## src/hdl/blist_pkg.sv

```systemverilog
`timescale 1ns / 1ps
// ----------------------------------------------------------------------------
// blist_pkg: shared types and constants of the bounded list engine
// Sizes of the ring store, operation and error codes, the memory request
// beat between the controller and the store, and ring pointer helpers.
// ----------------------------------------------------------------------------
package blist_pkg;

   // ring store geometry
   localparam int LIST_DEPTH = 64;
   localparam int ADDR_W     = $clog2(LIST_DEPTH);
   localparam int CNT_W      = 7;
   localparam int DATA_W     = 32;
   localparam int OP_W       = 3;
   localparam int ERR_W      = 3;

   localparam logic [CNT_W-1:0]  MAX_CNT  = CNT_W'(LIST_DEPTH);
   localparam logic [ADDR_W-1:0] LAST_PTR = ADDR_W'(LIST_DEPTH - 1);

   typedef enum logic [OP_W-1:0] {
      OP_APPEND = 3'd0,
      OP_REMOVE = 3'd1,
      OP_DROP   = 3'd2,
      OP_ROTATE = 3'd3,
      OP_READ   = 3'd4,
      OP_WRITE  = 3'd5
   } op_type;

   typedef enum logic [ERR_W-1:0] {
      ERR_OK    = 3'd0,
      ERR_FULL  = 3'd1,
      ERR_EMPTY = 3'd2,
      ERR_N     = 3'd3,
      ERR_INDEX = 3'd4
   } err_type;

   // one access beat to the ring store
   typedef struct packed {
      logic              we;
      logic [ADDR_W-1:0] waddr;
      logic [DATA_W-1:0] wdata;
      logic              re;
      logic [ADDR_W-1:0] raddr;
   } mem_req_type;

   // slot of a list position: (head + offset) mod LIST_DEPTH, offset <= LIST_DEPTH
   function automatic logic [ADDR_W-1:0] slot(input logic [ADDR_W-1:0] head,
                                               input logic [CNT_W-1:0]  offset);
      logic [CNT_W:0] sum;
      sum = {{(CNT_W+1-ADDR_W){1'b0}}, head} + {1'b0, offset};
      if (sum >= (CNT_W+1)'(LIST_DEPTH)) begin
         sum = sum - (CNT_W+1)'(LIST_DEPTH);
      end
      return sum[ADDR_W-1:0];
   endfunction

   // advance a ring pointer by one
   function automatic logic [ADDR_W-1:0] next_ptr(input logic [ADDR_W-1:0] p);
      return (p == LAST_PTR) ? '0 : p + ADDR_W'(1);
   endfunction

endpackage

```

## src/hdl/blist_mem.sv

```systemverilog
`timescale 1ns / 1ps
// ----------------------------------------------------------------------------
// blist_mem: ring store of the list
// One write port and one read port, read data registered in the cycle after the request.
// ----------------------------------------------------------------------------
module blist_mem (
   input  logic                             clock,
   input  blist_pkg::mem_req_type           mem_req,
   output logic [blist_pkg::DATA_W-1:0]     rd_data
);

   logic [blist_pkg::DATA_W-1:0] store [blist_pkg::LIST_DEPTH];
   logic [blist_pkg::DATA_W-1:0] rd_data_ff;

   // write the requested slot
   always_ff @(posedge clock) begin
      if (mem_req.we) begin
         store[mem_req.waddr] <= mem_req.wdata;
      end
   end

   // register the read word
   always_ff @(posedge clock) begin
      if (mem_req.re) begin
         rd_data_ff <= store[mem_req.raddr];
      end
   end

   assign rd_data = rd_data_ff;

endmodule

```

## src/hdl/blist_ctrl.sv

```systemverilog
`timescale 1ns / 1ps
// ----------------------------------------------------------------------------
// blist_ctrl: operation sequencer of the bounded list engine
// Holds head and count, decodes each command, drives the ring store and
// copies the front words to the tail for a rotation.
// ----------------------------------------------------------------------------
module blist_ctrl (
   input  logic                              clock,
   input  logic                              reset,
   input  logic                              start,
   output logic                              busy,
   input  logic [blist_pkg::OP_W-1:0]        req_op,
   input  logic [blist_pkg::DATA_W-1:0]      req_value,
   input  logic [blist_pkg::CNT_W-1:0]       req_amount,
   output logic                              rsp_valid,
   output logic [blist_pkg::DATA_W-1:0]      rsp_read_data,
   output logic [blist_pkg::ERR_W-1:0]       rsp_error,
   output logic [blist_pkg::CNT_W-1:0]       rsp_count,
   output blist_pkg::mem_req_type            mem_req,
   input  logic [blist_pkg::DATA_W-1:0]      mem_rd_data
);

   typedef enum logic [1:0] {
      ST_IDLE,
      ST_RDWAIT,
      ST_COPY,
      ST_RESP
   } state_type;

   state_type                      state_ff, state_in;
   logic [blist_pkg::ADDR_W-1:0]   head_ff, head_in;
   logic [blist_pkg::CNT_W-1:0]    held_ff, held_in;
   logic [blist_pkg::ADDR_W-1:0]   rp_ff, rp_in;
   logic [blist_pkg::ADDR_W-1:0]   wp_ff, wp_in;
   logic [blist_pkg::CNT_W-1:0]    rd_left_ff, rd_left_in;
   logic [blist_pkg::CNT_W-1:0]    wr_left_ff, wr_left_in;
   logic [blist_pkg::CNT_W-1:0]    shift_ff, shift_in;
   logic                           rd_pend_ff, rd_pend_in;
   logic                           rsp_valid_ff, rsp_valid_in;
   logic [blist_pkg::DATA_W-1:0]   rsp_data_ff, rsp_data_in;
   logic [blist_pkg::ERR_W-1:0]    rsp_err_ff, rsp_err_in;

   // decode commands and step the sequencer
   always_comb begin
      state_in     = state_ff;
      head_in      = head_ff;
      held_in      = held_ff;
      rp_in        = rp_ff;
      wp_in        = wp_ff;
      rd_left_in   = rd_left_ff;
      wr_left_in   = wr_left_ff;
      shift_in     = shift_ff;
      rd_pend_in   = 1'b0;
      rsp_valid_in = 1'b0;
      rsp_data_in  = rsp_data_ff;
      rsp_err_in   = rsp_err_ff;
      mem_req      = '0;

      case (state_ff)
         ST_IDLE: begin
            if (start) begin
               state_in     = ST_RESP;
               rsp_valid_in = 1'b1;
               rsp_data_in  = '0;
               rsp_err_in   = blist_pkg::ERR_OK;
               case (req_op)
                  blist_pkg::OP_APPEND: begin
                     if (held_ff == blist_pkg::MAX_CNT) begin
                        rsp_err_in = blist_pkg::ERR_FULL;
                     end else begin
                        mem_req.we    = 1'b1;
                        mem_req.waddr = blist_pkg::slot(head_ff, held_ff);
                        mem_req.wdata = req_value;
                        held_in       = held_ff + blist_pkg::CNT_W'(1);
                     end
                  end
                  blist_pkg::OP_REMOVE: begin
                     if (held_ff == '0) begin
                        rsp_err_in = blist_pkg::ERR_EMPTY;
                     end else begin
                        held_in = held_ff - blist_pkg::CNT_W'(1);
                     end
                  end
                  blist_pkg::OP_DROP: begin
                     if (req_amount > held_ff) begin
                        rsp_err_in = blist_pkg::ERR_N;
                     end else begin
                        head_in = blist_pkg::slot(head_ff, req_amount);
                        held_in = held_ff - req_amount;
                     end
                  end
                  blist_pkg::OP_ROTATE: begin
                     if (req_amount > held_ff) begin
                        rsp_err_in = blist_pkg::ERR_N;
                     end else if (req_amount != '0 && req_amount != held_ff) begin
                        // copy the first n words behind the tail, then move head
                        state_in     = ST_COPY;
                        rsp_valid_in = 1'b0;
                        rp_in        = head_ff;
                        wp_in        = blist_pkg::slot(head_ff, held_ff);
                        rd_left_in   = req_amount;
                        wr_left_in   = req_amount;
                        shift_in     = req_amount;
                     end
                  end
                  blist_pkg::OP_READ: begin
                     if (req_amount >= held_ff) begin
                        rsp_err_in = blist_pkg::ERR_INDEX;
                     end else begin
                        mem_req.re    = 1'b1;
                        mem_req.raddr = blist_pkg::slot(head_ff, req_amount);
                        state_in      = ST_RDWAIT;
                        rsp_valid_in  = 1'b0;
                     end
                  end
                  blist_pkg::OP_WRITE: begin
                     if (req_amount >= held_ff) begin
                        rsp_err_in = blist_pkg::ERR_INDEX;
                     end else begin
                        mem_req.we    = 1'b1;
                        mem_req.waddr = blist_pkg::slot(head_ff, req_amount);
                        mem_req.wdata = req_value;
                     end
                  end
                  default: begin
                  end
               endcase
            end
         end
         ST_RDWAIT: begin
            // take the registered word
            rsp_data_in  = mem_rd_data;
            state_in     = ST_RESP;
            rsp_valid_in = 1'b1;
         end
         ST_COPY: begin
            // issue reads in list order
            if (rd_left_ff != '0) begin
               mem_req.re    = 1'b1;
               mem_req.raddr = rp_ff;
               rp_in         = blist_pkg::next_ptr(rp_ff);
               rd_left_in    = rd_left_ff - blist_pkg::CNT_W'(1);
               rd_pend_in    = 1'b1;
            end
            // write each returned word behind the tail
            if (rd_pend_ff) begin
               mem_req.we    = 1'b1;
               mem_req.waddr = wp_ff;
               mem_req.wdata = mem_rd_data;
               wp_in         = blist_pkg::next_ptr(wp_ff);
               wr_left_in    = wr_left_ff - blist_pkg::CNT_W'(1);
               if (wr_left_ff == blist_pkg::CNT_W'(1)) begin
                  head_in      = blist_pkg::slot(head_ff, shift_ff);
                  state_in     = ST_RESP;
                  rsp_valid_in = 1'b1;
               end
            end
         end
         ST_RESP: begin
            state_in = ST_IDLE;
         end
         default: begin
            state_in = ST_IDLE;
         end
      endcase
   end

   // hold state and registered outputs
   always_ff @(posedge clock) begin
      if (reset) begin
         state_ff     <= ST_IDLE;
         head_ff      <= '0;
         held_ff      <= '0;
         rd_pend_ff   <= 1'b0;
         rsp_valid_ff <= 1'b0;
      end else begin
         state_ff     <= state_in;
         head_ff      <= head_in;
         held_ff      <= held_in;
         rd_pend_ff   <= rd_pend_in;
         rsp_valid_ff <= rsp_valid_in;
      end
      rp_ff       <= rp_in;
      wp_ff       <= wp_in;
      rd_left_ff  <= rd_left_in;
      wr_left_ff  <= wr_left_in;
      shift_ff    <= shift_in;
      rsp_data_ff <= rsp_data_in;
      rsp_err_ff  <= rsp_err_in;
   end

   assign busy          = (state_ff != ST_IDLE);
   assign rsp_valid     = rsp_valid_ff;
   assign rsp_read_data = rsp_data_ff;
   assign rsp_error     = rsp_err_ff;
   assign rsp_count     = held_ff;

endmodule

```

## src/hdl/bounded_list_engine_top.sv

```systemverilog
`timescale 1ns / 1ps
// ----------------------------------------------------------------------------
// bounded_list_engine_top: bounded list engine
// Ordered list of up to 64 signed words in a ring store with head and count.
// ----------------------------------------------------------------------------
// A command is taken on a clock edge with start high and busy low. Its one
// result beat appears on the rsp_ ports for a single cycle with rsp_valid
// high and must be captured then: the receiver cannot stall it. Append,
// remove, drop, write and refused commands pass from idle through the
// response state back to idle; a read also waits in RDWAIT for the
// registered store read. A rotation by n (0 < n < count) copies the first
// n words behind the tail through the single store read and write port,
// one word per cycle. The store is not cleared at reset.
// ----------------------------------------------------------------------------
module bounded_list_engine_top (
   input  logic                           clock,
   input  logic                           reset,
   input  logic                           start,
   output logic                           busy,
   input  logic [blist_pkg::OP_W-1:0]     req_op,
   input  logic [blist_pkg::DATA_W-1:0]   req_value,
   input  logic [blist_pkg::CNT_W-1:0]    req_amount,
   output logic                           rsp_valid,
   output logic [blist_pkg::DATA_W-1:0]   rsp_read_data,
   output logic [blist_pkg::ERR_W-1:0]    rsp_error,
   output logic [blist_pkg::CNT_W-1:0]    rsp_count
);

   blist_pkg::mem_req_type         mem_req;
   logic [blist_pkg::DATA_W-1:0]   mem_rd_data;

   // sequence commands
   blist_ctrl u_ctrl (
      .clock         (clock),
      .reset         (reset),
      .start         (start),
      .busy          (busy),
      .req_op        (req_op),
      .req_value     (req_value),
      .req_amount    (req_amount),
      .rsp_valid     (rsp_valid),
      .rsp_read_data (rsp_read_data),
      .rsp_error     (rsp_error),
      .rsp_count     (rsp_count),
      .mem_req       (mem_req),
      .mem_rd_data   (mem_rd_data)
   );

   // hold the list words
   blist_mem u_mem (
      .clock   (clock),
      .mem_req (mem_req),
      .rd_data (mem_rd_data)
   );

endmodule
```

## config.mk

```make
export PLATFORM = sky130hd
export DESIGN_NAME = bounded_list_engine_top
export DESIGN_NICKNAME = d
export VERILOG_FILES = /design/src/hdl/blist_pkg.sv /design/src/hdl/blist_mem.sv /design/src/hdl/blist_ctrl.sv /design/src/hdl/bounded_list_engine_top.sv
export SDC_FILE = /design/constraint.sdc
export NUM_CORES = 2
export LEC_CHECK = 0
export BUFFER_PORTS_ARGS = -buffer_cell sky130_fd_sc_hd__buf_2
export CORE_AREA = 2 2 397 438
export DETAILED_ROUTE_END_ITERATION = 6
export DIE_AREA = 0 0 399 440
export HOLD_SLACK_MARGIN = 0.08
export PLACE_DENSITY_LB_ADDON = 0.3
export SYNTH_ARGS = -nofsm -noshare
export SYNTH_HDL_FRONTEND = slang
export SYNTH_HIERARCHICAL = 1
export SYNTH_SLANG_ARGS = --single-unit
```

## constraint.sdc

```tcl
create_clock -name clock -period 6.4 [get_ports clock]
set_input_delay 0.32 -clock clock [delete_from_list [all_inputs] [get_ports clock]]
set_output_delay 0.32 -clock clock [all_outputs]
set_load 0.05 [all_outputs]
```

==> run_results.csv <==
group,metric,value,unit
synth,synth_edf_count,2147,
synth,synth-seq-area-share,76.24,%
sta,drv_slew,0,
final_layout,fillers,12580,
power,sw_frac_of_total,28.20,%
floorplanning,coreArea,0.1718,mm^2
route,initialDrtViolationCount,6115,
critical_path,cp-end-kind,"flop",
power,seqPwrFrac,46.7,%
grt,grt_max_degree,73,
critical_path,crit_path_end,"u_mem/rd_data[13]$_DFFE_PP_",
synth,synth_fp_nets,4162,
power,power_frac_comb,19.9,%
cts,cts_buffers,200,
synth,synth_seq_cells,2164,
route,drt-total-wl,223600,um
final_layout,seq_area,0.06481,mm^2
synth,yosysWarnings,6,
final_layout,nets,4440,
grt,grt_pass1_wl,315500,um
sta,period_minus_slack,5704,ps
floorplanning,start_util,49.49,%
critical_path,rr_worst_depth,14,
cts,post_cts_buffers,0,
sta,fin_crit_sh,89.13,%
floorplanning,row_count,160,
critical_path,crit_required,7010,ps
synth,async_flop_share,0,%
floorplanning,die_w,399,um
critical_path,r2r-end,"u_mem/rd_data[13]$_DFFE_PP_",
final_layout,drive_above_1_share,25.70,%
place,io_buffers,88,
power,clockPowerShare,33.4,%
critical_path,crit_type,"flop to flop",
grt,grt.overflow.total,0,
synth,synth_area_leader_cell,"edfxtp_1",
sta,rsz0062_at_grt,"no",
critical_path,arrival,6320,ps
grt,grt_pass1_vias,42940,
synth,avgSynthCellArea,20.86,um^2
power,power.leakage,0.03033,uW
hold_path,hold_path.class,"primary input to flop",
sta,timing.fmax,0.1753,GHz
synth,synthCells,4075,
synth,ys.flop_type,"edfxtp_1",
power,powerDensity,363.4,mW/mm^2
power,ir_drop,224.7,uV
sta,setup_violations,0,
cts,clock-sinks,2164,
grt,grt_use_total,25.53,%
place,dp_hpwl,133600,um
route,drc_errors,0,
final_layout,syn2layout_area_growth,12.86,%
route,wl_per_cell,32.89,um
final_layout,multi_input_area,0.01929,mm^2
cts,cts_max_path_buffers,3,
sta,hold_viol,0,
route,firstDrtPassIters,5,
sta,finClkSkew,24.75,ps
route,vias,43510,
cts,cts_root_buf,"clkbuf_16",
critical_path,rrSetupSlack,700,ps
critical_path,start_kind,"flop",
critical_path,critical_path.max_fanout,72,
cts,cts_tree,"yes",
critical_path,critPathLaunch,"u_ctrl/rsp_count[0]$_SDFFE_PP0P_",
route,via_per_inst,6.400,
floorplanning,die_area,0.1756,mm^2
floorplanning,fp.dieH,440,um
synth,synth_top_cell_area_share,75.84,%
synth,synth_top_cells_by_area,"edfxtp_1 (76%), mux4_2 (12%), mux2i_1 (2.3%)",
cts,clk_pin_slew,70,ps
cts,clock_latency,850,ps
power,p_int,25030,uW
sta,tightestPinTransition,1444,ps
sta,timing.hold.ws,147.8,ps
power,switchingPower,9834,uW
sta,relSlewSlack,2.705,%
floorplanning,ios,89,
cts,cts_max_level,4,
flow_run,maxCapViolations,0,
outcome,status,"finished clean",
sta,setup_tns,0,ps
synth,synth_cell_type_count,80,
critical_path,rr_startpoint,"u_ctrl/rsp_count[0]$_SDFFE_PP0P_",
place,gp_congestion,0.8883,
route,antenna_left,0,
synth,synth_area,0.08501,mm^2
grt,antenna_found_initial,15,
logic make-up (layout without fill, tap and decap cells):
kind of cell,Yosys count,count (layout),synth area share [%]
other,0,8,0
AOI/OAI and AO/OA,509,509,4.324
muxes,642,642,14.13
buffers and inverters,263,710,1.787
and+or+nand+nor,420,420,2.498
xor gates and xnor gates,35,35,0.3606
adders and majority gates,42,42,0.6623
DFF,2164,2164,76.24
worst min path at each step:
stage / slack [ps] / start / cells past startpoint / end
finish: 150 / req_op[0] / 4 / u_ctrl/rsp_valid$_SDFF_PP0_
global route: 160 / req_value[9] / 2 / u_mem/store[22][9]$_DFFE_PP_
CTS: 90 / req_op[0] / 4 / u_ctrl/rsp_valid$_SDFF_PP0_
detailed placement: 510 / u_ctrl/state_ff[0]$_SDFFE_PP0P_ / 2 / u_ctrl/state_ff[0]$_SDFFE_PP0P_
global placement: 490 / u_ctrl/state_ff[0]$_SDFFE_PP0P_ / 2 / u_ctrl/state_ff[0]$_SDFFE_PP0P_
floorplan: 420 / req_amount[0] / 0 / u_ctrl/shift_ff[0]$_DFFE_PP_
metal layers:
layer | part of all wire, % | vias up | GRT usage (%)
li1 | - | 17660 | -
met1 | 38 | 23070 | 35.10
met2 | 48 | 2417 | 41.11
met3 | 10 | 357 | 5.276
met4 | 3.4 | 6 | 8.465
met5 | 0.017 | - | 0
metrics by stage:
| step | setup WS (ps) | cells | total power, uW | utilization [%] | area, um^2 |
|---|---|---|---|---|---|
| after CTS | 695.3 | 6790 | 35000 | 55.84 | 95920 |
| after global routing | 551.2 | 6791 | 35860 | 55.85 | 95920 |
| after floorplan | 1041 | 4075 | 20900 | - | 85010 |
| after detailed placement | 703.9 | 6403 | 23470 | 52.03 | 89370 |
| final | 695.8 | 6798 | 34870 | 55.86 | 95940 |
| after global placement | 736.0 | 6403 | 23420 | 52.03 | 89370 |
synth_stat cells (49+ instances only):
master    number
edfxtp_1    2147
mux4_2       446
mux2i_1      194
nor2_1       145
a22oi_1      127
clkbuf_1      91
a21oi_1       61
buf_2         58
nand3_1       58
nand2_1       57
a22o_1        50
o22ai_1       50
o21ai_0       49
sequential cells by signal, indices dropped and copies added, names as in the netlist:
signal and cells:
u_mem/store 2048, u_ctrl/rsp_read_data 32, u_mem/rd_data 32, u_ctrl/rd_left_ff 7, u_ctrl/rsp_count 7, u_ctrl/wr_left_ff 7
u_ctrl/head_ff 6, u_ctrl/rp_ff 6, u_ctrl/shift_ff 6, u_ctrl/wp_ff 6, u_ctrl/rsp_error 3, u_ctrl/state_ff 2
u_ctrl/rd_pend_ff 1, u_ctrl/rsp_valid 1
layout by cell type, fill, tap and decap left out, drive strengths merged, types with 49 or more instances in the layout:
cell type	count
nand2	57
a22o	50
mux2i	194
a22oi	127
o21ai	49
mux4	446
clkinv	92
nor2	145
clkbuf	250
edfxtp	2147
nand3	58
o22ai	50
a21oi	62
buf	290
power by group through the flow:
stage / Clock, uW / Combinational (uW) / Sequential [uW]
2_1_floorplan: 0 / 4120 / 16800
3_3_place_gp: 0 / 6840 / 16600
3_5_place_dp: 0 / 6880 / 16600
4_1_cts: 11800 / 6910 / 16300
5_1_grt: 12300 / 7230 / 16300
6_report: 11700 / 6930 / 16300
area by class of cell:
type                    instances  share of cell area, %
flip-flops and latches       2164                  67.55
multi-input cells            1648                  20.10
clock buffers                 250                  5.532
well taps                    2268                  2.958
repair buffers                306                  2.572
clock inverters               121                  1.131
inverters                      33                 0.1291
diodes                          8                0.02087
worst max-delay path, stage by stage (launching register included):
cell and delay [ps]:
dfxtp_1 480, inv_1 130, ha_1 230, nand2b_1 180, a21oi_2 310, o211a_4 240
nor3b_4 220, and2_4 250, a22o_4 820, buf_12 450, mux4_2 570, mux2i_1 310
a211o_1 340, o21ai_0 500, and3_1 320
timing repair:
| action | CTS | global route |
|---|---|---|
| hold buffers | 16 | 0 |
| gates resized for setup | 0 | 0 |
| hold endpoints to repair | 72 | 0 |
(Power assumes the default switching activity.)
